[src/sv/rbp_pkg.sv]
// Shared types and constants for the replicate border padding unit.
// No dependencies; every other file refers to it by scoped names.
package rbp_pkg;

    localparam int PIX_W   = 8;
    localparam int SIZE_W  = 13;
    localparam int HALF_W  = 3;
    localparam int COORD_W = 13;
    localparam int ADDR_W  = 4;
    localparam int DATA_W  = 32;

    localparam int DEF_MAX_WIDTH     = 4096;
    localparam int DEF_MAX_HEIGHT    = 4096;
    localparam int DEF_MAX_HALF_MASK = 7;

    localparam logic [SIZE_W-1:0] RST_WIDTH  = SIZE_W'(640);
    localparam logic [SIZE_W-1:0] RST_HEIGHT = SIZE_W'(480);
    localparam logic [HALF_W-1:0] RST_HALF   = HALF_W'(1);

    // Register indexes (byte address divided by four).
    localparam logic [1:0] REG_IMAGE_WIDTH  = 2'd0;
    localparam logic [1:0] REG_IMAGE_HEIGHT = 2'd1;
    localparam logic [1:0] REG_HALF_MASK    = 2'd2;

    typedef struct packed {
        logic [SIZE_W-1:0] width;
        logic [SIZE_W-1:0] height;
        logic [HALF_W-1:0] half;
    } t_cfg;

    typedef struct packed {
        logic load;
        logic step;
    } t_dp_cmd;

    typedef struct packed {
        logic last;
    } t_dp_stat;

endpackage

[src/sv/rbp_regs.sv]
// Configuration register file behind the APB-style port.
// Depends on rbp_pkg for the register map and the config struct.
module rbp_regs (
    input  logic                       i_clk,
    input  logic                       i_rst_n,
    input  logic                       psel,
    input  logic                       penable,
    input  logic                       pwrite,
    input  logic [rbp_pkg::ADDR_W-1:0] paddr,
    input  logic [rbp_pkg::DATA_W-1:0] pwdata,
    output logic [rbp_pkg::DATA_W-1:0] prdata,
    output logic                       pready,
    output rbp_pkg::t_cfg              o_cfg,
    output logic                       o_restart
);

    rbp_pkg::t_cfg r_cfg;
    logic [1:0]    idx;
    logic          wr;

    assign idx    = paddr[3:2];
    assign pready = 1'b1;
    assign wr     = psel & penable & pwrite;

    always_ff @(posedge i_clk) begin
        if (!i_rst_n) begin
            r_cfg.width  <= rbp_pkg::RST_WIDTH;
            r_cfg.height <= rbp_pkg::RST_HEIGHT;
            r_cfg.half   <= rbp_pkg::RST_HALF;
        end else if (wr) begin
            case (idx)
                rbp_pkg::REG_IMAGE_WIDTH:  r_cfg.width  <= pwdata[rbp_pkg::SIZE_W-1:0];
                rbp_pkg::REG_IMAGE_HEIGHT: r_cfg.height <= pwdata[rbp_pkg::SIZE_W-1:0];
                rbp_pkg::REG_HALF_MASK:    r_cfg.half   <= pwdata[rbp_pkg::HALF_W-1:0];
                default: ;
            endcase
        end
    end

    // Any write to a known register restarts the image.
    always_comb begin
        case (idx)
            rbp_pkg::REG_IMAGE_WIDTH,
            rbp_pkg::REG_IMAGE_HEIGHT,
            rbp_pkg::REG_HALF_MASK: o_restart = wr;
            default:                o_restart = 1'b0;
        endcase
    end

    always_comb begin
        case (idx)
            rbp_pkg::REG_IMAGE_WIDTH:  prdata = rbp_pkg::DATA_W'(r_cfg.width);
            rbp_pkg::REG_IMAGE_HEIGHT: prdata = rbp_pkg::DATA_W'(r_cfg.height);
            rbp_pkg::REG_HALF_MASK:    prdata = rbp_pkg::DATA_W'(r_cfg.half);
            default:                   prdata = '0;
        endcase
    end

    assign o_cfg = r_cfg;

endmodule

[src/sv/rbp_ctrl.sv]
// Controller state machine: accepts items and walks each item's run.
// Depends on rbp_pkg for the command and status structs.
module rbp_ctrl (
    input  logic              i_clk,
    input  logic              i_rst_n,
    input  logic              i_in_valid,
    output logic              o_in_stall,
    output logic              o_out_valid,
    input  logic              i_out_stall,
    input  rbp_pkg::t_dp_stat i_stat,
    output rbp_pkg::t_dp_cmd  o_cmd
);

    localparam logic ST_IDLE = 1'b0;
    localparam logic ST_RUN  = 1'b1;

    logic r_state;
    logic n_state;
    logic in_acc;

    // A new item may enter as the last result of the current run leaves.
    assign o_in_stall  = !((r_state == ST_IDLE) || (i_stat.last && !i_out_stall));
    assign in_acc      = i_in_valid && !o_in_stall;
    assign o_out_valid = (r_state == ST_RUN);

    always_comb begin
        n_state    = r_state;
        o_cmd.load = in_acc;
        o_cmd.step = 1'b0;
        case (r_state)
            ST_IDLE: begin
                if (in_acc) n_state = ST_RUN;
            end
            ST_RUN: begin
                if (!i_out_stall) begin
                    if (i_stat.last) begin
                        n_state = in_acc ? ST_RUN : ST_IDLE;
                    end else begin
                        o_cmd.step = 1'b1;
                    end
                end
            end
            default: n_state = ST_IDLE;
        endcase
    end

    always_ff @(posedge i_clk) begin
        if (!i_rst_n) begin
            r_state <= ST_IDLE;
        end else begin
            r_state <= n_state;
        end
    end

endmodule

[src/sv/rbp_datapath.sv]
// Datapath: pixel position counters, run bounds and the output coordinates.
// Depends on rbp_pkg for field widths, the config struct and command structs.
module rbp_datapath #(
    parameter int MAX_WIDTH     = rbp_pkg::DEF_MAX_WIDTH,
    parameter int MAX_HEIGHT    = rbp_pkg::DEF_MAX_HEIGHT,
    parameter int MAX_HALF_MASK = rbp_pkg::DEF_MAX_HALF_MASK
) (
    input  logic                        i_clk,
    input  logic                        i_rst_n,
    input  rbp_pkg::t_cfg               i_cfg,
    input  logic                        i_restart,
    input  rbp_pkg::t_dp_cmd            i_cmd,
    output rbp_pkg::t_dp_stat           o_stat,
    input  logic [rbp_pkg::PIX_W-1:0]   i_pixel_in,
    output logic [rbp_pkg::COORD_W-1:0] o_out_col,
    output logic [rbp_pkg::COORD_W-1:0] o_out_row,
    output logic [rbp_pkg::PIX_W-1:0]   o_pixel_out
);

    localparam int CW    = rbp_pkg::COORD_W;
    localparam int EXT_W = rbp_pkg::SIZE_W + 1;
    localparam int CNT_W = $clog2(MAX_WIDTH);
    localparam int ROW_W = $clog2(MAX_HEIGHT);

    logic [CNT_W-1:0]           r_ccnt, n_ccnt;
    logic [ROW_W-1:0]           r_rcnt, n_rcnt;
    logic [CW-1:0]              r_col, r_row, r_cs, r_ce, r_re;
    logic [rbp_pkg::PIX_W-1:0]  r_pix;

    logic [EXT_W-1:0]           w_eff, h_ext_sz, wext, hext;
    logic [rbp_pkg::HALF_W-1:0] h_eff, h_clamp;
    logic [EXT_W-1:0]           half_ext, c_ext, r_ext, c_pos, r_pos;
    logic                       col_last, row_last;
    logic [CW-1:0]              cs, ce, rs, re;

    // Effective sizes: zero is used as one, oversize saturates.
    assign wext = {1'b0, i_cfg.width};
    assign hext = {1'b0, i_cfg.height};
    assign w_eff = (i_cfg.width == '0) ? EXT_W'(1) :
                   (wext > EXT_W'(MAX_WIDTH)) ? EXT_W'(MAX_WIDTH) : wext;
    assign h_ext_sz = (i_cfg.height == '0) ? EXT_W'(1) :
                      (hext > EXT_W'(MAX_HEIGHT)) ? EXT_W'(MAX_HEIGHT) : hext;
    assign h_clamp = (i_cfg.half > rbp_pkg::HALF_W'(MAX_HALF_MASK)) ?
                     rbp_pkg::HALF_W'(MAX_HALF_MASK) : i_cfg.half;
    // A single line or column keeps the border at three at most.
    assign h_eff = ((w_eff == EXT_W'(1) || h_ext_sz == EXT_W'(1)) &&
                    h_clamp > rbp_pkg::HALF_W'(3)) ? rbp_pkg::HALF_W'(3) : h_clamp;

    assign half_ext = EXT_W'(h_eff);
    assign c_ext    = EXT_W'(r_ccnt);
    assign r_ext    = EXT_W'(r_rcnt);
    assign c_pos    = c_ext + half_ext;
    assign r_pos    = r_ext + half_ext;
    assign col_last = (c_ext + EXT_W'(1)) >= w_eff;
    assign row_last = (r_ext + EXT_W'(1)) >= h_ext_sz;

    // Each axis covers one contiguous range of padded coordinates.
    assign cs = (r_ccnt == '0) ? '0 : c_pos[CW-1:0];
    assign rs = (r_rcnt == '0) ? '0 : r_pos[CW-1:0];
    assign ce = col_last ? CW'(w_eff + {half_ext[EXT_W-2:0], 1'b0} - EXT_W'(1))
                         : c_pos[CW-1:0];
    assign re = row_last ? CW'(h_ext_sz + {half_ext[EXT_W-2:0], 1'b0} - EXT_W'(1))
                         : r_pos[CW-1:0];

    always_comb begin
        n_ccnt = r_ccnt;
        n_rcnt = r_rcnt;
        if (i_restart) begin
            n_ccnt = '0;
            n_rcnt = '0;
        end else if (i_cmd.load) begin
            if (col_last) begin
                n_ccnt = '0;
                n_rcnt = row_last ? '0 : r_rcnt + ROW_W'(1);
            end else begin
                n_ccnt = r_ccnt + CNT_W'(1);
            end
        end
    end

    always_ff @(posedge i_clk) begin
        if (!i_rst_n) begin
            r_ccnt <= '0;
            r_rcnt <= '0;
        end else begin
            r_ccnt <= n_ccnt;
            r_rcnt <= n_rcnt;
        end
    end

    always_ff @(posedge i_clk) begin
        if (i_cmd.load) begin
            r_cs  <= cs;
            r_ce  <= ce;
            r_re  <= re;
            r_col <= cs;
            r_row <= rs;
            r_pix <= i_pixel_in;
        end else if (i_cmd.step) begin
            if (r_col == r_ce) begin
                r_col <= r_cs;
                r_row <= r_row + CW'(1);
            end else begin
                r_col <= r_col + CW'(1);
            end
        end
    end

    assign o_stat.last = (r_col == r_ce) && (r_row == r_re);
    assign o_out_col   = r_col;
    assign o_out_row   = r_row;
    assign o_pixel_out = r_pix;

endmodule

[src/sv/replicate_border_padding_unit.sv]
// Replicate border padding: one result per cycle while i_out_stall is low, the first
// in the cycle after the item is taken. An item yields (1 + left + right border) x
// (1 + top + bottom border) results, where a border counts only for a pixel on that
// edge, walked in raster order by the run counters in the datapath; an interior pixel
// yields one result, and the next item is accepted as the last result of a run leaves.
// Reset is synchronous, active low: registers return to their defaults, the pixel
// position counters to zero; no clearing pass is needed.
module replicate_border_padding_unit #(
    parameter int MAX_WIDTH     = rbp_pkg::DEF_MAX_WIDTH,
    parameter int MAX_HEIGHT    = rbp_pkg::DEF_MAX_HEIGHT,
    parameter int MAX_HALF_MASK = rbp_pkg::DEF_MAX_HALF_MASK
) (
    input  logic                        i_clk,
    input  logic                        i_rst_n,
    input  logic                        psel,
    input  logic                        penable,
    input  logic                        pwrite,
    input  logic [rbp_pkg::ADDR_W-1:0]  paddr,
    input  logic [rbp_pkg::DATA_W-1:0]  pwdata,
    output logic [rbp_pkg::DATA_W-1:0]  prdata,
    output logic                        pready,
    input  logic                        i_in_valid,
    output logic                        o_in_stall,
    input  logic [rbp_pkg::PIX_W-1:0]   i_pixel_in,
    output logic                        o_out_valid,
    input  logic                        i_out_stall,
    output logic [rbp_pkg::COORD_W-1:0] o_out_col,
    output logic [rbp_pkg::COORD_W-1:0] o_out_row,
    output logic [rbp_pkg::PIX_W-1:0]   o_pixel_out,
    output logic                        o_last_of_run
);

    rbp_pkg::t_cfg     cfg;
    logic              restart;
    rbp_pkg::t_dp_cmd  cmd;
    rbp_pkg::t_dp_stat stat;

    rbp_regs u_regs (
        .i_clk     (i_clk),
        .i_rst_n   (i_rst_n),
        .psel      (psel),
        .penable   (penable),
        .pwrite    (pwrite),
        .paddr     (paddr),
        .pwdata    (pwdata),
        .prdata    (prdata),
        .pready    (pready),
        .o_cfg     (cfg),
        .o_restart (restart)
    );

    rbp_ctrl u_ctrl (
        .i_clk       (i_clk),
        .i_rst_n     (i_rst_n),
        .i_in_valid  (i_in_valid),
        .o_in_stall  (o_in_stall),
        .o_out_valid (o_out_valid),
        .i_out_stall (i_out_stall),
        .i_stat      (stat),
        .o_cmd       (cmd)
    );

    rbp_datapath #(
        .MAX_WIDTH     (MAX_WIDTH),
        .MAX_HEIGHT    (MAX_HEIGHT),
        .MAX_HALF_MASK (MAX_HALF_MASK)
    ) u_dp (
        .i_clk       (i_clk),
        .i_rst_n     (i_rst_n),
        .i_cfg       (cfg),
        .i_restart   (restart),
        .i_cmd       (cmd),
        .o_stat      (stat),
        .i_pixel_in  (i_pixel_in),
        .o_out_col   (o_out_col),
        .o_out_row   (o_out_row),
        .o_pixel_out (o_pixel_out)
    );

    assign o_last_of_run = o_out_valid & stat.last;

`ifndef ASSERT_OFF
    a_accept_gives_result: assert property (@(posedge i_clk) disable iff (!i_rst_n)
        (i_in_valid && !o_in_stall) |=> o_out_valid)
        else $error("accepted item produced no result");

    a_run_blocks_input: assert property (@(posedge i_clk) disable iff (!i_rst_n)
        (o_out_valid && !o_last_of_run) |-> o_in_stall)
        else $error("item accepted in the middle of a run");

    a_run_continues: assert property (@(posedge i_clk) disable iff (!i_rst_n)
        (o_out_valid && !o_last_of_run && !i_out_stall) |=> o_out_valid)
        else $error("run ended without its last result");

    a_run_ends: assert property (@(posedge i_clk) disable iff (!i_rst_n)
        (o_out_valid && o_last_of_run && !i_out_stall && !i_in_valid) |=> !o_out_valid)
        else $error("result shown after the run ended");
`endif

endmodule
[config.mk]
export PLATFORM = sky130hd
export DESIGN_NAME = replicate_border_padding_unit
export DESIGN_NICKNAME = d
export VERILOG_FILES = /design/src/sv/rbp_pkg.sv /design/src/sv/rbp_regs.sv /design/src/sv/rbp_ctrl.sv /design/src/sv/rbp_datapath.sv /design/src/sv/replicate_border_padding_unit.sv
export SDC_FILE = /design/constraint.sdc
export NUM_CORES = 1
export LEC_CHECK = 0
export BUFFER_PORTS_ARGS = -buffer_cell sky130_fd_sc_hd__buf_2
export CAP_MARGIN = 20
export CORE_MARGIN = 10
export CORE_UTILIZATION = 45
export CTS_BUF_LIST = sky130_fd_sc_hd__clkbuf_4
export DETAILED_ROUTE_END_ITERATION = 10
export GPL_ROUTABILITY_DRIVEN = 0
export PLACE_DENSITY = 0.71
export SLEW_MARGIN = 30
export SYNTH_ARGS = -nofsm -noshare
export SYNTH_HDL_FRONTEND = slang
export SYNTH_SLANG_ARGS = --single-unit
[constraint.sdc]
create_clock -name i_clk -period 4.18 [get_ports i_clk]
set_input_delay 0.627 -clock i_clk [delete_from_list [all_inputs] [get_ports i_clk]]
set_output_delay 0.627 -clock i_clk [all_outputs]
set_load 0.005 [all_outputs]
=== After elaboration in Yosys (flattened, before gate mapping) ===
Index checks and enable logic that the tools add are counted.

* Bits in registers: 127
* Bits of input ports: 51
* Output and inout bits: 70
* Word-level logic and storage cells: 90

* Add/subtract/negate cells: 12
* Order comparisons: 6
* Equal/unequal tests: 6
* Muxes and demuxes: 27
* Bitwise gates (word level): 5
* Reduce and logical (&&, ||, !) cells: 22

{| class="wikitable"
|+ Operator list
! cell !! number
|-
| $mux W13 || 14
|-
| $pmux W13 S3 || 1
|-
| $eq A14 B1 Y1 const B || 2
|-
| $ge A13 B14 Y1 || 2
|-
| $add A12 B1 Y13 const B || 2
|-
| $add A12 B3 Y13 || 2
|-
| $add A13 B1 Y13 const B || 2
|-
| $add A13 B4 Y13 || 2
|-
| $eq A13 B13 Y1 || 2
|-
| $gt A13 B13 Y1 const B || 2
|-
| $logic_not A13 Y1 || 2
|-
| $sub A13 B1 Y13 const B || 2
|-
| $add A12 B1 Y12 const B || 2
|-
| $logic_not A12 Y1 || 2
|-
| $mux W12 || 2
|-
| $reduce_and A2 Y1 || 5
|-
| $mux W1 || 7
|-
| $mux W3 || 2
|-
| $logic_and A1 B1 Y1 || 4
|-
| $reduce_bool A2 Y1 || 2
|-
| $and A1 B1 Y1 || 3
|-
| $gt A3 B2 Y1 const B || 1
|-
| $gt A3 B3 Y1 const B || 1
|-
| $reduce_or A3 Y1 || 1
|-
| 8 further kinds || 11
|}

=== Depth between registers and ports, before layout ===
* Word-level depth: 10
* Depth in mapped cells: 20
* Mapped depth without buffers: 19

=== Cells and area by module ===
Synthesis repeated with hierarchy kept, for this count alone.

* Cell total of the unflattened synthesis: 1034
* Area, all modules: 9489.1 µm²

{| class="wikitable"
|+ Modules (own cells, without submodules)
! module !! instances !! cells an instance !! area an instance (µm²) !! sequential area each (µm²)
|-
| rbp_datapath || 1 || 850 || 7841.3 || 2672.6
|-
| rbp_regs || 1 || 175 || 1564.0 || 580.6
|-
| rbp_ctrl || 1 || 8 || 77.6 || 20.0
|-
| replicate_border_padding_unit || 1 || 1 || 6.3 || 0.0
|}

=== Worst setup path before layout ===
No wires, ideal clock.

* Path kind: reg2reg
* Start: register u_regs.r_cfg (netlist bit u_regs.o_cfg[15])
* End: register u_dp.r_ce[12] (data pin)
* Library setup time: 0.273 ns
* Data arrival time: 3.573 ns
* Required time: 3.907 ns
* Setup slack: 0.334 ns
* Stages on the path, launching flop included: 18
* Buffers on the path: 1
* Clock period less this slack: 3.846 ns
* Path through: dfxtp_1 inv_1 clkbuf_1 nand2_1 ha_1 and4_1 a41oi_1 nand2b_1 nor2b_1 ha_1 inv_1 ha_1 a21oi_1 o221ai_1 nor4_1 o31ai_1 a2111oi_0 a211oi_1

* Word-level cells in the longest chain between the ends: 10
* Elaborated cells between the ends (all ways): 12
* Classes of those cells: add/sub (3); order compare (1); eq/ne (1); mux (4); reduce/logical (3)

{| class="wikitable"
|+ Ends and longest elaborated chain
! what !! line !! source
|-
| from (decl) || rbp_regs.sv:17 || <nowiki>rbp_pkg::t_cfg r_cfg;</nowiki>
|-
| $gt A13 B13 Y1 || rbp_datapath.sv:42 || <nowiki>(hext > EXT_W'(MAX_HEIGHT)) ? EXT_W'(MAX_HEIGHT) : hext;</nowiki>
|-
| $mux W13 || rbp_datapath.sv:42 ||
|-
| $mux W13 (*) || rbp_datapath.sv:41 || <nowiki>assign h_ext_sz = (i_cfg.height == '0) ? EXT_W'(1) :</nowiki>
|-
| $eq A14 B1 Y1 (*) || rbp_datapath.sv:46 || <nowiki>assign h_eff = ((w_eff == EXT_W'(1) || h_ext_sz == EXT_W'(1)) &&</nowiki>
|-
| $logic_or A1 B1 Y1 (*) || rbp_datapath.sv:46 ||
|-
| $logic_and A1 B1 Y1 (*) || rbp_datapath.sv:46 ||
|-
| $mux W3 (*) || rbp_datapath.sv:47 || <nowiki>h_clamp > rbp_pkg::HALF_W'(3)) ? rbp_pkg::HALF_W'(3) : h_clamp;</nowiki>
|-
| $add A13 B4 Y13 || rbp_datapath.sv:60 || <nowiki>assign ce = col_last ? CW'(w_eff + {half_ext[EXT_W-2:0], 1'b0} - EXT_W'(1))</nowiki>
|-
| $sub A13 B1 Y13 || rbp_datapath.sv:60 ||
|-
| $mux W13 (*) || rbp_datapath.sv:60 ||
|-
| named net u_dp.ce[12] || rbp_datapath.sv:34 || <nowiki>logic [CW-1:0] cs, ce, rs, re;</nowiki>
|-
| to (signal assigned) || rbp_datapath.sv:94 || <nowiki>r_ce <= ce;</nowiki>
|-
| to (decl) || rbp_datapath.sv:27 || <nowiki>logic [CW-1:0] r_col, r_row, r_cs, r_ce, r_re;</nowiki>
|}

Mark *: on every way through the listed nets, which the timed path passes. The rest lies on a longest branch.
A chain may end at the register's enable or synchronous reset.

=== Worst setup path after layout ===
* Start: register u_regs.r_cfg (netlist bit u_regs.o_cfg[28])
* End: register u_dp.r_ce[8] (data pin)

* Word-level cells in the longest chain between the ends: 10
* Elaborated cells between the ends (all ways): 13
* Classes of those cells: add/sub (3); order compare (2); eq/ne (1); mux (4); reduce/logical (3)

{| class="wikitable"
|+ Ends and longest elaborated chain
! what !! line !! source
|-
| $gt A13 B13 Y1 || rbp_datapath.sv:40 || <nowiki>(wext > EXT_W'(MAX_WIDTH)) ? EXT_W'(MAX_WIDTH) : wext;</nowiki>
|-
| $mux W13 || rbp_datapath.sv:40 ||
|-
| $mux W13 (*) || rbp_datapath.sv:39 || <nowiki>assign w_eff = (i_cfg.width == '0) ? EXT_W'(1) :</nowiki>
|-
| $eq A14 B1 Y1 || rbp_datapath.sv:46 ||
|-
| $logic_or A1 B1 Y1 || rbp_datapath.sv:46 ||
|-
| $logic_and A1 B1 Y1 || rbp_datapath.sv:46 ||
|-
| $mux W3 || rbp_datapath.sv:47 ||
|-
| $add A13 B4 Y13 || rbp_datapath.sv:60 ||
|-
| $sub A13 B1 Y13 || rbp_datapath.sv:60 ||
|-
| $mux W13 (*) || rbp_datapath.sv:60 ||
|-
| named net u_dp.ce[8] || rbp_datapath.sv:34 ||
|}

Marks and branches as above.

==> flow_summary.json <==
{
  "final_hold_viol_count": 0,
  "die_area_sq_um": 26500,
  "area_growth_pct": 13.6,
  "drt_iter0_drc": 495,
  "dr.pass1.iters": 5,
  "holdBufCountCts": 0,
  "die_h_um": 163,
  "nNetsFinal": 1223,
  "die_w_um": 163,
  "avgSynthCellArea_sq_um": 9.15,
  "hp-class": "input pin to flip-flop",
  "fin_crit_sh_pct": 94.6,
  "r2r_slack_ps": 220,
  "row_count": 52,
  "port_buffers": 79,
  "cp.required_ps": 4490,
  "yosys_warnings": 0,
  "clock-skew-final_ps": 26.0,
  "cts_tree": "built",
  "ir_drop_mv": 0.167,
  "ys_async_sr_fraction_pct": 0,
  "avgRoutedWirePerCell_um": 16.9,
  "multiInputGateArea_sq_um": 5540,
  "min_path_cells": 1,
  "clock.fmax_ghz": 0.253,
  "synth-seq-cells": 127,
  "worstSetupPathType": "flip-flop to flip-flop",
  "start_util_pct": 45.5,
  "grt_usage_pct": 17.0,
  "numCtsBuffers": 17,
  "critPathCaptureType": "flip-flop",
  "h-tree-depth": 4,
  "start_kind": "flip-flop",
  "slew_viol_final": 0,
  "netlist_area_sq_um": 9180,
  "synth.largest_area_cell": "edfxtp_1",
  "antenna_found_initial": 1,
  "synthCells": 1003,
  "seq_area_frac_synth_pct": 35.7,
  "grt_pass1_vias": 7220,
  "grt_max_degree": 40,
  "worstMarginPinSlew_ps": 869,
  "via_per_inst": 5.43,
  "ys.flop_type": "edfxtp_1",
  "synth_edf_count": 73,
  "yosysMostFrequentCell": "nand2_1",
  "coreArea_sq_um": 20200,
  "synth_area_leaders": "edfxtp_1 24%, dfxtp_1 12%, ha_1 10%",
  "ys_top_cells_by_count": "95 x nand2_1, 74 x ha_1, 73 x edfxtp_1",
  "yosysTopAreaCellShare_pct": 23.9,
  "max-cap-violations": 0,
  "whs_ps": 225,
  "dp_slack_ps": 70.1,
  "cts_sinks": 127,
  "clk_pin_slew_ps": 130,
  "overflow": 0,
  "routed_wl_mm": 23.2,
  "critPathMaxFanout": 6,
  "io_pins": 121,
  "slew_headroom_pct": 41.9,
  "drcViolationCount": 0,
  "power.leakage_nw": 4.51,
  "finalSetupViolCount": 0,
  "cts-root-buf": "clkbuf_4",
  "cp.arrival_ps": 4270,
  "drive_gt1_share_pct": 17.0,
  "drtAntennaViolNets": 0,
  "rsz0062_at_grt": "true",
  "post-route-min-period_ps": 3960,
  "seqCellArea_sq_um": 3270,
  "status": "completed",
  "worst_slack_ps": 224,
  "clk-insertion-delay-late_ps": 560,
  "via_count": 7489,
  "final.fill_count": 1852,
  "power-per-cell-area_nw_per_um2": 277,
  "grt_pass1_wl_mm": 36.6,
  "post-dp-hpwl_mm": 17.7,
  "clock_path_buffers": 2,
  "reg2reg_depth": 19,
  "ys_types": 59
}
==> cell families (layout without fill, tap and decap cells) <==
logic type      count (synthesis)  after routing  share of synthesized area (%)
xor+xnor                      103            103                           9.83
flops                         127            127                           35.7
simple gates                  333            333                           17.9
buf+inv                       125            211                           5.96
compound gates                168            168                           12.1
other cells                     2             21                         0.0819
mux                            67             67                           7.40
fa+ha+maj                      78             78                           11.0
==> worst paths after layout <==
check	from	end
hold / removal	i_pixel_in[6]	u_dp.o_pixel_out[6]
setup / recovery	u_regs.o_cfg[28]	u_dp.r_ce[8]
setup reg to reg	u_regs.o_cfg[28]	u_dp.r_ce[8]
hold reg to reg	u_regs.o_cfg[17]	u_regs.o_cfg[17]
==> cell type report <==
class | instances | area share [%]
antenna | 1 | 0.0240
clock buffer | 19 | 1.37
clock inverter | 13 | 1.79
inverter | 58 | 2.13
multi-input combinational | 769 | 53.1
sequential | 127 | 31.4
tap | 270 | 3.24
timing repair buffer | 121 | 6.92
==> registers in the layout, summed over array words and instances, names as in the netlist <==
| register | cells |
|---|---|
| u_ctrl.o_out_valid | 1 |
| u_dp.o_out_col | 13 |
| u_dp.o_out_row | 13 |
| u_dp.o_pixel_out | 8 |
| u_dp.r_ccnt | 12 |
| u_dp.r_ce | 13 |
| u_dp.r_cs | 13 |
| u_dp.r_rcnt | 12 |
| u_dp.r_re | 13 |
| u_regs.o_cfg | 29 |
==> per-layer routing <==
metal | vias up | routed length, um | global-route usage (%)
met3 | 28 | 1540 | 3.74
met4 | 0 | 379 | 5.08
met2 | 232 | 10300 | 25.9
met1 | 3499 | 11000 | 23.5
met5 | - | 0 | 0
li1 | 3730 | - | -
==> metrics by stage <==
stage,cell area (sq um),power (mW),setup TNS (ps),util [%],std cells
finish,10400,2.89,0,51.7,1378
global route,10400,3.02,-74.2,51.7,1378
CTS,10300,2.90,0,50.9,1373
detailed placement,9940,1.90,0,49.3,1341
global placement,9940,1.89,0,49.3,1341
floorplan,9240,1.76,0,-,1021
==> layout by cell type (no fill, tap or decap), types with 4 or more instances in the layout <==
| cell | count |
|---|---|
| nand2_1 | 95 |
| buf_2 | 80 |
| ha_1 | 74 |
| edfxtp_1 | 73 |
| nor2_1 | 70 |
| mux2i_1 | 60 |
| xnor2_1 | 53 |
| inv_1 | 53 |
| dfxtp_1 | 53 |
| xor2_1 | 50 |
| a21oi_1 | 44 |
| buf_4 | 40 |
| o21ai_0 | 37 |
| nor3_1 | 31 |
| nand3_1 | 26 |
| nor2b_1 | 21 |
| nand4_1 | 20 |
| conb_1 | 20 |
| clkbuf_4 | 19 |
| nor4_1 | 12 |
| a21boi_0 | 12 |
| a21o_1 | 11 |
| and3_1 | 11 |
| a211o_1 | 11 |
| a32o_1 | 11 |
| o21a_1 | 7 |
| mux2_2 | 7 |
| nand2b_1 | 6 |
| a31oi_1 | 5 |
| and4_1 | 5 |
| or3_1 | 5 |
| clkinvlp_4 | 4 |
| nor3_2 | 4 |
| and2_1 | 4 |
| bufinv_16 | 4 |
==> repair_timing <==
| action | CTS | global route |
|---|---|---|
| setup endpoints to repair | 0 | 14 |
| resized for setup | 0 | 28 |
| setup buffers | 0 | 4 |
==> critical path: stages, from the launching register on <==
cell and delay, ps:
dfxtp_2 370, clkinvlp_4 120, buf_2 170, nand2_1 100, ha_1 150, nand4_1 120
nor4b_2 310, a41oi_1 90, nand2b_4 180, nor2b_1 160, ha_1 340, inv_1 50
ha_1 300, a21oi_2 190, o221ai_2 150, nor4_4 320, buf_4 170, nor2_1 40
xnor2_1 240, mux2i_1 130
==> where the power goes <==
group,internal [mW],leakage [nW],switching (mW)
sequential,1.39,1.16,0.0645
clock,0.490,0.167,0.511
combinational,0.189,3.18,0.242
No activity file was read; power rests on OpenSTA's default activity.
